File: config.mk
export PLATFORM = sky130hd
export DESIGN_NAME = nfc_response_uid_matcher
export DESIGN_NICKNAME = d
export VERILOG_FILES = /design/src/nrum_pkg.sv /design/src/nrum_byte_cell.sv /design/src/nrum_card_cell.sv /design/src/nfc_response_uid_matcher.sv
export SDC_FILE = /design/constraint.sdc
export NUM_CORES = 1
export LEC_CHECK = 0
export ABC_AREA = 1
export BUFFER_PORTS_ARGS = -buffer_cell sky130_fd_sc_hd__buf_2
export CAP_MARGIN = 40
export CORE_MARGIN = 10
export CORE_UTILIZATION = 42
export CTS_BUF_LIST = sky130_fd_sc_hd__clkbuf_4 sky130_fd_sc_hd__clkbuf_8
export DETAILED_ROUTE_END_ITERATION = 12
export PLACE_DENSITY = 0.7
export SLEW_MARGIN = 20
export SYNTH_ARGS = -nofsm -noshare
export SYNTH_HDL_FRONTEND = slang
export SYNTH_SLANG_ARGS = --single-unit
File: constraint.sdc
create_clock -name clk -period 2.7 [get_ports clk]
set_clock_uncertainty 0.2 [all_clocks]
set_input_delay 0 -clock clk [delete_from_list [all_inputs] [get_ports clk]]
set_output_delay 0 -clock clk [all_outputs]
set_load 0.03 [all_outputs]
File: src/nrum_pkg.sv
// Shared constants, types and reset values for the NFC response UID matcher.
package nrum_pkg;

	localparam int BYTE_W         = 8;
	localparam int UID_W          = 32;
	localparam int NUM_CARDS      = 3;
	localparam int HIST_BYTES     = 3;
	localparam int WAKE_FRAME_LEN = 15;
	localparam int CARD_FRAME_LEN = 25;
	localparam int MAX_FRAME_LEN  = (WAKE_FRAME_LEN > CARD_FRAME_LEN) ?
		WAKE_FRAME_LEN : CARD_FRAME_LEN;
	localparam int POS_W          = $clog2(MAX_FRAME_LEN + 1);
	localparam int CFG_IDX_W      = 2;
	localparam int CARD_IDX_W     = 2;

	// Wake frame check points and expected bytes
	localparam logic [POS_W-1:0]  WAKE_POS_A = POS_W'(4);
	localparam logic [POS_W-1:0]  WAKE_POS_B = POS_W'(11);
	localparam logic [POS_W-1:0]  WAKE_POS_C = POS_W'(12);
	localparam logic [BYTE_W-1:0] WAKE_VAL_A = 8'hFF;
	localparam logic [BYTE_W-1:0] WAKE_VAL_B = 8'hD5;
	localparam logic [BYTE_W-1:0] WAKE_VAL_C = 8'h15;

	localparam logic [POS_W-1:0] WAKE_LAST = POS_W'(WAKE_FRAME_LEN - 1);
	localparam logic [POS_W-1:0] CARD_LAST = POS_W'(CARD_FRAME_LEN - 1);
	localparam logic [POS_W-1:0] WIN_FULL  = POS_W'(HIST_BYTES);

	// Frame kind codes
	localparam logic FRAME_WAKE = 1'b0;
	localparam logic FRAME_CARD = 1'b1;

	localparam logic [CARD_IDX_W-1:0] CARD_NONE = '0;

	typedef logic [UID_W-1:0] uid_t;

	localparam uid_t CARD_UID_RESET [NUM_CARDS] = '{
		32'h04631F49, 32'h5084FC23, 32'h40748023
	};

	// Control to the byte history cells
	typedef struct packed {
		logic shift;
		logic clear;
	} hist_ctrl_t;

	// Control to the card match cells
	typedef struct packed {
		logic step;
		logic cmp_en;
		logic clear;
	} card_ctrl_t;

endpackage

File: src/nrum_byte_cell.sv
// One byte of the receive history; shifts toward older bytes on each card-phase beat.
module nrum_byte_cell (
	input  logic                        clk,
	input  logic                        arst_n,
	input  nrum_pkg::hist_ctrl_t        ctrl,
	input  logic [nrum_pkg::BYTE_W-1:0] din,
	output logic [nrum_pkg::BYTE_W-1:0] dout
);
	import nrum_pkg::*;

	logic [BYTE_W-1:0] byte_q;

	// Clear at frame end, otherwise take the neighbor's byte
	always_ff @(posedge clk or negedge arst_n) begin
		if (!arst_n) begin
			byte_q <= '0;
		end else if (ctrl.clear) begin
			byte_q <= '0;
		end else if (ctrl.shift) begin
			byte_q <= din;
		end
	end

	assign dout = byte_q;

endmodule

File: src/nrum_card_cell.sv
// One preset card: window compare, sticky seen flag and a link in the priority chain.
module nrum_card_cell (
	input  logic                       clk,
	input  logic                       arst_n,
	input  nrum_pkg::card_ctrl_t       ctrl,
	input  logic [nrum_pkg::UID_W-1:0] window,
	input  logic [nrum_pkg::UID_W-1:0] uid,
	input  logic                       claim_in,
	output logic                       claim_out,
	output logic                       pick
);
	import nrum_pkg::*;

	logic seen_q;
	logic hit;
	logic seen_now;

	// Compare the window and fold into the frame's seen flag
	assign hit       = ctrl.cmp_en & (window == uid);
	assign seen_now  = seen_q | hit;
	// A lower-numbered card already claimed the frame
	assign pick      = seen_now & ~claim_in;
	assign claim_out = claim_in | seen_now;

	always_ff @(posedge clk or negedge arst_n) begin
		if (!arst_n) begin
			seen_q <= 1'b0;
		end else if (ctrl.step) begin
			seen_q <= ctrl.clear ? 1'b0 : seen_now;
		end
	end

endmodule

File: src/nfc_response_uid_matcher.sv
// Top level of the NFC response UID matcher: frame control, cell chains, result register.
//
//  channel | signals                                   | beat
//  --------+-------------------------------------------+-------------------------------
//  in      | in_valid, in_ready, rx_byte               | one received byte
//  out     | out_valid, out_ready, frame_kind, wake_ok,| one frame result
//          | card_index, matched_uid                   |
//  cfg     | cfg_we, cfg_index, cfg_data               | one UID register write
//
// One byte per cycle while in_ready is high; the last byte of a frame loads the result register.
// Byte history and card compares are a row of cells, each updated once per accepted card-phase byte.
// Reset puts the block in the wake phase with the preset UIDs loaded.
// A held result stalls input only on a frame's last byte; other bytes keep flowing.
module nfc_response_uid_matcher (
	input  logic                            clk,
	input  logic                            arst_n,
	input  logic                            in_valid,
	output logic                            in_ready,
	input  logic [nrum_pkg::BYTE_W-1:0]     rx_byte,
	output logic                            out_valid,
	input  logic                            out_ready,
	output logic                            frame_kind,
	output logic                            wake_ok,
	output logic [nrum_pkg::CARD_IDX_W-1:0] card_index,
	output logic [nrum_pkg::UID_W-1:0]      matched_uid,
	input  logic                            cfg_we,
	input  logic [nrum_pkg::CFG_IDX_W-1:0]  cfg_index,
	input  logic [nrum_pkg::UID_W-1:0]      cfg_data
);
	import nrum_pkg::*;

	logic              awake_q;
	logic [POS_W-1:0]  pos_q;
	logic              pass_q;
	uid_t              uid_q [NUM_CARDS];

	logic              out_valid_q;
	logic              frame_kind_q;
	logic              wake_ok_q;
	logic [CARD_IDX_W-1:0] card_index_q;
	uid_t              matched_uid_q;

	logic              in_fire;
	logic              frame_last;
	logic              wake_fail;
	logic              wake_ok_now;
	hist_ctrl_t        hist_ctrl;
	card_ctrl_t        card_ctrl;
	logic [BYTE_W-1:0] hist [HIST_BYTES];
	uid_t              window;
	logic [NUM_CARDS:0] claim;
	logic [NUM_CARDS-1:0] pick;
	logic [CARD_IDX_W-1:0] idx_now;
	uid_t              uid_now;

	// Frame position and handshake
	assign frame_last = awake_q ? (pos_q == CARD_LAST) : (pos_q == WAKE_LAST);
	assign in_ready   = ~out_valid_q | out_ready | ~frame_last;
	assign in_fire    = in_valid & in_ready;

	// Wake frame byte checks
	assign wake_fail = ((pos_q == WAKE_POS_A) && (rx_byte != WAKE_VAL_A)) ||
	                   ((pos_q == WAKE_POS_B) && (rx_byte != WAKE_VAL_B)) ||
	                   ((pos_q == WAKE_POS_C) && (rx_byte != WAKE_VAL_C));
	assign wake_ok_now = pass_q & ~wake_fail;

	// Cell controls
	assign hist_ctrl.shift  = in_fire & awake_q;
	assign hist_ctrl.clear  = in_fire & frame_last;
	assign card_ctrl.step   = in_fire & awake_q;
	assign card_ctrl.cmp_en = (pos_q >= WIN_FULL);
	assign card_ctrl.clear  = frame_last;

	// Byte history chain
	for (genvar i = 0; i < HIST_BYTES; i++) begin : g_hist
		if (i == 0) begin : g_head
			nrum_byte_cell u_cell (
				.clk    (clk),
				.arst_n (arst_n),
				.ctrl   (hist_ctrl),
				.din    (rx_byte),
				.dout   (hist[i])
			);
		end else begin : g_tail
			nrum_byte_cell u_cell (
				.clk    (clk),
				.arst_n (arst_n),
				.ctrl   (hist_ctrl),
				.din    (hist[i-1]),
				.dout   (hist[i])
			);
		end
	end

	// Window: oldest history byte on top, current byte at the bottom
	always_comb begin
		window[BYTE_W-1:0] = rx_byte;
		for (int i = 0; i < HIST_BYTES; i++) begin
			window[BYTE_W*(i+1) +: BYTE_W] = hist[i];
		end
	end

	// Card compare chain; card 1 sits at the head and wins ties
	assign claim[0] = 1'b0;
	for (genvar k = 0; k < NUM_CARDS; k++) begin : g_card
		nrum_card_cell u_cell (
			.clk       (clk),
			.arst_n    (arst_n),
			.ctrl      (card_ctrl),
			.window    (window),
			.uid       (uid_q[k]),
			.claim_in  (claim[k]),
			.claim_out (claim[k+1]),
			.pick      (pick[k])
		);
	end

	// Encode the picked card and select its UID
	always_comb begin
		idx_now = CARD_NONE;
		uid_now = '0;
		for (int k = 0; k < NUM_CARDS; k++) begin
			if (pick[k]) begin
				idx_now = CARD_IDX_W'(k + 1);
				uid_now = uid_q[k];
			end
		end
	end

	// UID registers
	always_ff @(posedge clk or negedge arst_n) begin
		if (!arst_n) begin
			for (int k = 0; k < NUM_CARDS; k++) begin
				uid_q[k] <= CARD_UID_RESET[k];
			end
		end else if (cfg_we) begin
			for (int k = 0; k < NUM_CARDS; k++) begin
				if (cfg_index == CFG_IDX_W'(k)) begin
					uid_q[k] <= cfg_data;
				end
			end
		end
	end

	// Phase, position and wake check state
	always_ff @(posedge clk or negedge arst_n) begin
		if (!arst_n) begin
			awake_q <= 1'b0;
			pos_q   <= '0;
			pass_q  <= 1'b1;
		end else if (in_fire) begin
			if (frame_last) begin
				pos_q  <= '0;
				pass_q <= 1'b1;
				if (!awake_q) begin
					awake_q <= wake_ok_now;
				end
			end else begin
				pos_q <= pos_q + POS_W'(1);
				if (!awake_q) begin
					pass_q <= wake_ok_now;
				end
			end
		end
	end

	// Result register: load on a frame's last byte, drop once taken
	always_ff @(posedge clk or negedge arst_n) begin
		if (!arst_n) begin
			out_valid_q <= 1'b0;
		end else if (in_fire && frame_last) begin
			out_valid_q <= 1'b1;
		end else if (out_ready) begin
			out_valid_q <= 1'b0;
		end
	end

	always_ff @(posedge clk) begin
		if (in_fire && frame_last) begin
			if (awake_q) begin
				frame_kind_q  <= FRAME_CARD;
				wake_ok_q     <= 1'b0;
				card_index_q  <= idx_now;
				matched_uid_q <= uid_now;
			end else begin
				frame_kind_q  <= FRAME_WAKE;
				wake_ok_q     <= wake_ok_now;
				card_index_q  <= CARD_NONE;
				matched_uid_q <= '0;
			end
		end
	end

	assign out_valid   = out_valid_q;
	assign frame_kind  = frame_kind_q;
	assign wake_ok     = wake_ok_q;
	assign card_index  = card_index_q;
	assign matched_uid = matched_uid_q;

endmodule

==> key figures, run 1 <==
Layout
  • Area growth from synthesis to layout: 18.6%
  • Layout filler cell count: 2055
  • Finished Layout Cells: 1581
  • Net count, final: 1342
  • Post-route cell area: 10600 um^2
  • # diodes: 0
  • Layout cells sized above 1: 16.1%

Floorplan
  • Die height: 166 um
  • CORE AREA: 21000 um^2
  • Die X: 166 um
  • Die ar.: 27400 um^2
  • Std cell rows: 53
  • I/O pins: 85
  • Initial Util: 42.5%

Routing
  • Final wirelength: 25600 um
  • Remaining DRCs: 0
  • Antenna-violating nets left: 0
  • Via density: 5.07
  • Vias: 8015
  • Drt wl/cell: 16.2 um
  • First drt pass iteration count: 5
  • DRT iter0 DRCs: 762

Placed design
  • Dpl cell area: 9620 um^2
  • Dpl hpwl: 17300 um
  • Post-Place Cells: 1497
  • Gpl congestion: 0.905
  • Buffers added on ports: 84

Worst setup path
  • Worst Path Max Fanout: 20
  • CP Class: flop to flop
  • Worst endpoint required time: 2.84 ns
  • R2R depth: 13
  • CP startpoint kind: flop
  • WP data arrival: 2.72 ns
  • CP Capture Type: flop

STA
  • Peak Freq: 387 MHz
  • Min cycle time layout: 2.59 ns
  • Final Max Tran Viols: 0
  • RSZ-0062 raised after global routing: false
  • Setup violators final: 0
  • Worst hold slack: 0.0174 ns
  • Fin. Hold Viols: 0
  • Worst slew pin tran: 0.701 ns
  • Setup_tns: 0 ns
  • Relative max-transition margin: 53.1%
  • Fin crit share: 95.8%

Clocking
  • Root buf cell: clkbuf_8
  • Clk sinks: 167
  • Worst-skew pair later-pin latency: 0.48 ns
  • CTS tree: done
  • CTS Buffer Depth: 2
  • Clock-pin slew on the worst setup and hold paths: 0.09 ns
  • Htree depth: 4
  • Num CTS Buffers: 17

Synth
  • Count leader, synth: nand2_1
  • Area contributors post-synth: dfrtp_1 27%, nand2_1 16%, edfxtp_1 12%, dfstp_2 11%, o21ai_0 6.0%
  • Synth Net Count: 1216
  • Yosys warnings: 0
  • Seq/Total Area, Yosys: 49.5%
  • Yosys top cell area share: 26.7%
  • FF+latch count, synth: 167
  • Commonest cells in the netlist: 376 x nand2_1, 130 x inv_1, 122 x nor2_1
  • Syn Std Cell Area: 8910 um^2
  • Number of synthesized flops with an enable pin: 36
  • Most area-hungry cell type in the Yosys netlist: dfrtp_1
  • Async SR Flop Fraction: 78.4%
  • Main synth FF type: dfrtp_1
  • Count of cell types in the netlist: 32
  • Synthesized area per cell: 7.63 um^2
  • Synth Instances: 1167

Power and ir drop
  • Share of power burned in registers: 50.4%
  • Comb pwr share: 22.4%
  • NetSw: 0.00227 W
  • Sw Ratio: 33.5%
  • Clk network pwr share: 27.2%
  • Cell leakage power: 5.19 nW
  • Worst IR Drop VDD: 0.279 mV
  • Overall power: 0.00677 W
  • Pwr dens: 641 nW/um^2
  • Pint: 0.00450 W

Global route
  • First-pass GRT wire length: 41400 um
  • Antenna violations before repair: 0
  • Total gr overflow: 0
  • Largest net degree at the start of global routing: 65
  • Vias in the first global route: 7809
  • All-layer global routing usage: 18.3%

Min path
  • Hold Crit Class: input port to flop
  • Worst Hold Depth: 5

Status
  • Outcome: complete, no violations

Run
  • Max Cap Viol: 0
-- cells by family after synthesis --
family,Yosys count,share of synthesized area [%]
buf+inv,195,8.94
xor+xnor,41,4.03
flops,167,49.5
compound gates,141,8.35
fa+ha+maj,2,0.281
simple gates,621,29.0
-- stage by stage --
stage                     setup slack, ns  utilization (%)
after floorplan                     0.116                -
after global placement              0.122             45.9
after detailed placement           0.0998             45.9
after CTS                          0.0671             50.2
final                               0.114             50.4
after global routing              0.00571             50.4
-- cells in the final DEF, fill, tap and decap left out, types with 4 or more instances in the layout --
| master | synthesis | final |
|---|---|---|
| xnor2_1 | 27 | 27 |
| clkbuf_8 | 0 | 19 |
| dlygate4sd3_1 | 0 | 47 |
| nand4_1 | 20 | 20 |
| clkinvlp_4 | 0 | 4 |
| o21ai_0 | 106 | 106 |
| nor2_1 | 122 | 122 |
| nand3_1 | 84 | 83 |
| o22ai_1 | 25 | 25 |
| nand2_2 | 5 | 7 |
| inv_1 | 130 | 130 |
| edfxtp_1 | 36 | 36 |
| buf_2 | 21 | 83 |
| xor2_1 | 14 | 14 |
| a21oi_1 | 7 | 7 |
| dfstp_2 | 36 | 36 |
| buf_12 | 0 | 4 |
| nand2_1 | 376 | 374 |
| buf_4 | 0 | 19 |
| dfrtp_1 | 95 | 94 |
| inv_2 | 16 | 16 |
-- worst max-delay path, cell delays in order (launching register included) --
cell,delay [ns]
dfrtp_1,0.43
ha_1,0.27
inv_1,0.09
nand4_1,0.20
nand2_1,0.13
nor2_1,0.05
nand2_1,0.10
nor2_4,0.08
nor2_8,0.30
nand2_4,0.11
nor2_8,0.13
buf_12,0.18
nor2_1,0.06
nor2_1,0.11
-- path summary, 6_finish.rpt --
check | to | slack [ns] | start
worst max-delay path | matched_uid[23]$_SDFFCE_PN0P_ | 0.11 | pos_q[0]$_DFFE_PN0P_
worst min-delay path | uid_q[47]$_DFFE_PN1P_ | 0.02 | cfg_index[0]
worst max register to register | matched_uid[23]$_SDFFCE_PN0P_ | 0.11 | pos_q[0]$_DFFE_PN0P_
min in group asynchronous | uid_q[30]$_DFFE_PN1P_ | 0.51 | arst_n
worst min register to register | uid_q[1]$_DFFE_PN1P_ | 0.31 | uid_q[1]$_DFFE_PN1P_
max in group asynchronous | uid_q[81]$_DFFE_PN1P_ | 1.37 | arst_n
-- power by group through the flow --
stage               Clock (W)  Sequential (W)  Combinational (W)
floorplan                   0         0.00338            0.00102
global placement            0         0.00344            0.00139
detailed placement          0         0.00344            0.00143
CTS                   0.00187         0.00340            0.00151
global route          0.00196         0.00347            0.00173
finish                0.00184         0.00341            0.00152
-- sequential cells by signal, summed over array words and instances (netlist names) --
name / cells
awake_q: 1
card_index: 2
frame_kind: 1
g_card.u_cell.seen_q: 3
g_hist.g_head.u_cell.dout: 8
g_hist.g_tail.u_cell.dout: 16
matched_uid: 32
out_valid: 1
pass_q: 1
pos_q: 5
uid_q: 96
wake_ok: 1
-- cell type report --
| cell class | instances | area, um^2 | area share, % |
|---|---|---|---|
| multi-input combinational | 806 | 3730 | 35.3 |
| timing repair buffer | 155 | 1130 | 10.7 |
| inverter | 146 | 548 | 5.19 |
| tap | 275 | 344 | 3.26 |
| sequential | 167 | 4410 | 41.7 |
| clock inverter | 11 | 124 | 1.17 |
| clock buffer | 21 | 277 | 2.62 |
-- what timing repair did --
action	in CTS	in global routing
endpoints found under the hold margin	222	0
gates resized for setup	0	3
setup endpoints to repair	0	36
hold buffers	48	0
setup buffers	0	2
-- routing by layer --
metal,track usage [%],routed length (um),up-vias
li1,-,-,3933
met1,24.0,11500,3767
met2,29.3,11900,266
met3,3.05,1560,49
met4,7.51,684,0
met5,0,0,-
(Power assumes the default switching activity.)
==> run 2, diff against run 1 <==
CTS_CLUSTER_SIZE = 14   (was not set)
SYNTH_HIERARCHICAL = 1   (was not set)
==> run 2 against run 1 <==
- the flow now finishes with violations (setup timing)
- design area up 1.7%
- die area fell by 0.67%
- register-to-register slack worse by 0.23 ns
- combinational power about the same
- critical endpoint is now matched_uid[5]$_SDFFCE_PN0P_
- highest routed layer unchanged
==> key figures, run 2 <==
Status
  • Outcome: finished with violations
  • Failing checks: setup timing

Floorplan
  • Die height: 165 um (-0.34%)
  • Die X: 165 um (-0.34%)
  • Initial Util: 42.3% (-0.19 points)
  • I/O pins: 85 (unchanged)
  • CORE AREA: 20900 um^2 (-0.32%)
  • Std cell rows: 53 (unchanged)
  • Die ar.: 27200 um^2 (-0.67%)

Synth
  • Syn Std Cell Area: 8840 um^2 (-0.76%)
  • Yosys warnings: 6 (+6)
  • Synth Instances: 1131 (-3.1%)
  • Synthesized area per cell: 7.81 um^2 (+2.4%)

Layout
  • Commonest non-fill, non-tap cell in the layout: nand2_1
  • Layout cells sized above 1: 19.4% (+3.3 points)
  • Post-route cell area: 10700 um^2 (+1.7%)
  • Net count, final: 1324 (-1.3%)
  • Max reg flops: 96 (unchanged)
  • Commonest non-fill, non-tap cells in the layout: 351 x nand2_1, 161 x inv_1, 94 x dfrtp_1
  • Area growth from synthesis to layout: 21.6%
  • Top reg by flops: uid_q
  • # diodes: 0 (unchanged)

Worst setup path
  • FF-to-FF setup slack: -0.11 ns (-0.23 ns)
  • CP Class: flop to flop
  • Worst endpoint required time: 2.73 ns (-0.11 ns)
  • Worst Path Max Fanout: 20 (unchanged)
  • CP Capture Type: flop
  • WP data arrival: 2.84 ns (+0.12 ns)
  • CP startpoint kind: flop
  • Setup crit start: pos_q[1]$_DFFE_PN0P_
  • Reg2Reg Launch Point: pos_q[1]$_DFFE_PN0P_

Placed design
  • Buffers added on ports: 84 (unchanged)
  • Gpl congestion: 0.872 (-3.5%)
  • Dpl hpwl: 16600 um (-4.2%)
  • Worst slack, placed: -0.138 ns (-0.238 ns)
  • Dpl cell area: 9820 um^2 (+2.0%)

Clocking
  • Root buf cell: clkbuf_8
  • Num CTS Buffers: 17 (unchanged)
  • Clk sinks: 167 (unchanged)
  • CTS Buffer Depth: 2 (unchanged)
  • CTS tree: done
  • Worst-skew pair later-pin latency: 0.46 ns (-0.02 ns)
  • Clock-pin slew on the worst setup and hold paths: 0.09 ns (about the same)
  • Htree depth: 4 (unchanged)

STA
  • Peak Freq: 356 MHz (-8.0%)
  • Fin. Hold Viols: 0 (unchanged)
  • Relative max-transition margin: 51.4% (-1.7 points)
  • RSZ-0062 raised after global routing: true
  • Setup violators final: 33 (+33)
  • Fin crit share: 104% (+8.4 points)
  • Worst slew pin tran: 0.726 ns (+0.0255 ns)
  • Min cycle time layout: 2.81 ns (+0.226 ns)
  • Fin worst setup slack: -0.113 ns (-0.226 ns)
  • Final Max Tran Viols: 0 (unchanged)

Routing
  • Final wirelength: 23600 um (-7.9%)
  • Drt wl/cell: 15.1 um (-6.8%)
  • First drt pass iteration count: 5 (unchanged)
  • Vias: 7607 (-5.1%)
  • Via density: 4.87 (-4.0%)
  • DRT iter0 DRCs: 597 (-22%)
  • Remaining DRCs: 0 (unchanged)
  • Antenna-violating nets left: 0 (unchanged)

Power and ir drop
  • Sw Ratio: 32.9% (-0.64 points)
  • Pint: 0.00453 W (+0.72%)
  • Pwr dens: 628 nW/um^2 (-1.9%)
  • Comb pwr share: 22.9% (+0.5 points)
  • Clk network pwr share: 26.8% (-0.4 points)
  • Worst IR Drop VDD: 0.316 mV (+13%)
  • Share of power burned in registers: 50.3% (about the same)
  • Cell leakage power: 5.16 nW (-0.64%)
  • NetSw: 0.00222 W (-2.2%)

Global route
  • All-layer global routing usage: 18.0% (-0.26 points)
  • Vias in the first global route: 7677 (-1.7%)
  • First-pass GRT wire length: 39100 um (-5.5%)
  • Largest net degree at the start of global routing: 65 (unchanged)
  • Antenna violations before repair: 0 (unchanged)
  • Total gr overflow: 0 (unchanged)

Min path
  • Worst Hold Launch: cfg_index[0]
  • Hold Crit Class: input port to flop

Run
  • Max Cap Viol: 0 (unchanged)
## run 2: metal layers
layer	global-route usage [%]	up-vias	routed length, um
li1	-	3850	-
met1	22.8	3530	10400
met2	30.6	208	11500
met3	3.82	19	1400
met4	4.79	0	248
met5	0	-	0
## run 2: power by group through the flow
| stage | Combinational [W] | Sequential [W] | Clock (W) |
|---|---|---|---|
| final | 0.00154 | 0.00340 | 0.00181 |
| after global routing | 0.00178 | 0.00345 | 0.00195 |
| after CTS | 0.00155 | 0.00339 | 0.00183 |
| after detailed placement | 0.00146 | 0.00343 | 0 |
| after global placement | 0.00142 | 0.00342 | 0 |
| after floorplan | 0.00105 | 0.00335 | 0 |
## run 2: final timing paths
check | endpoint | cells after the start
worst max-delay path | matched_uid[5]$_SDFFCE_PN0P_ | 18
worst min-delay path | uid_q[33]$_DFFE_PN1P_ | 5
worst max register to register | matched_uid[5]$_SDFFCE_PN0P_ | 18
worst min register to register | uid_q[20]$_DFFE_PN1P_ | 2
max in group asynchronous | uid_q[60]$_DFFE_PN1P_ | 3
min in group asynchronous | uid_q[0]$_DFFE_PN1P_ | 2
## run 2: worst max-delay path, stage by stage (launching register included)
cell and delay (ns):
dfrtp_1 0.43, ha_4 0.18, or2_4 0.23, nor3_2 0.14, o21ai_1 0.10, inv_1 0.06
nor2_1 0.04, nand3_2 0.06, nor2_1 0.04, nand2_1 0.07, nor2_2 0.04, nand2_2 0.05
nand3b_1 0.10, nand3b_1 0.19, a21oi_2 0.18, inv_2 0.10, buf_12 0.17, o21ai_1 0.16
a21oi_1 0.05
## run 2: stage by stage
stage	util, %	hold slack [ns]	setup TNS (ns)	instances	total power, W
6_report	51.5	0.0576	-2.64	1563	0.00675
5_1_grt	51.5	0.0782	-10.24	1563	0.00717
4_1_cts	51.3	0.0115	-1.57	1563	0.00677
3_5_place_dp	47.0	-0.117	-3.20	1484	0.00490
3_3_place_gp	47.0	-0.117	-0.922	1484	0.00485
2_1_floorplan	-	-0.496	-0.768	1132	0.00439
## run 2: final cells by class
type	count	area, um^2
clock buffers	20	269
repair buffers	162	1240
flip-flops and latches	167	4410
well taps	275	344
inverters	176	664
multi-input cells	751	3700
clock inverters	12	125
fillers	1949	10100
## run 2: repair_timing
item,in CTS,in global routing
setup endpoints to repair,33,34
hold buffers,45,0
gates resized for setup,14,6
setup buffers,2,0
cloned,0,0
endpoints found under the hold margin,227,0
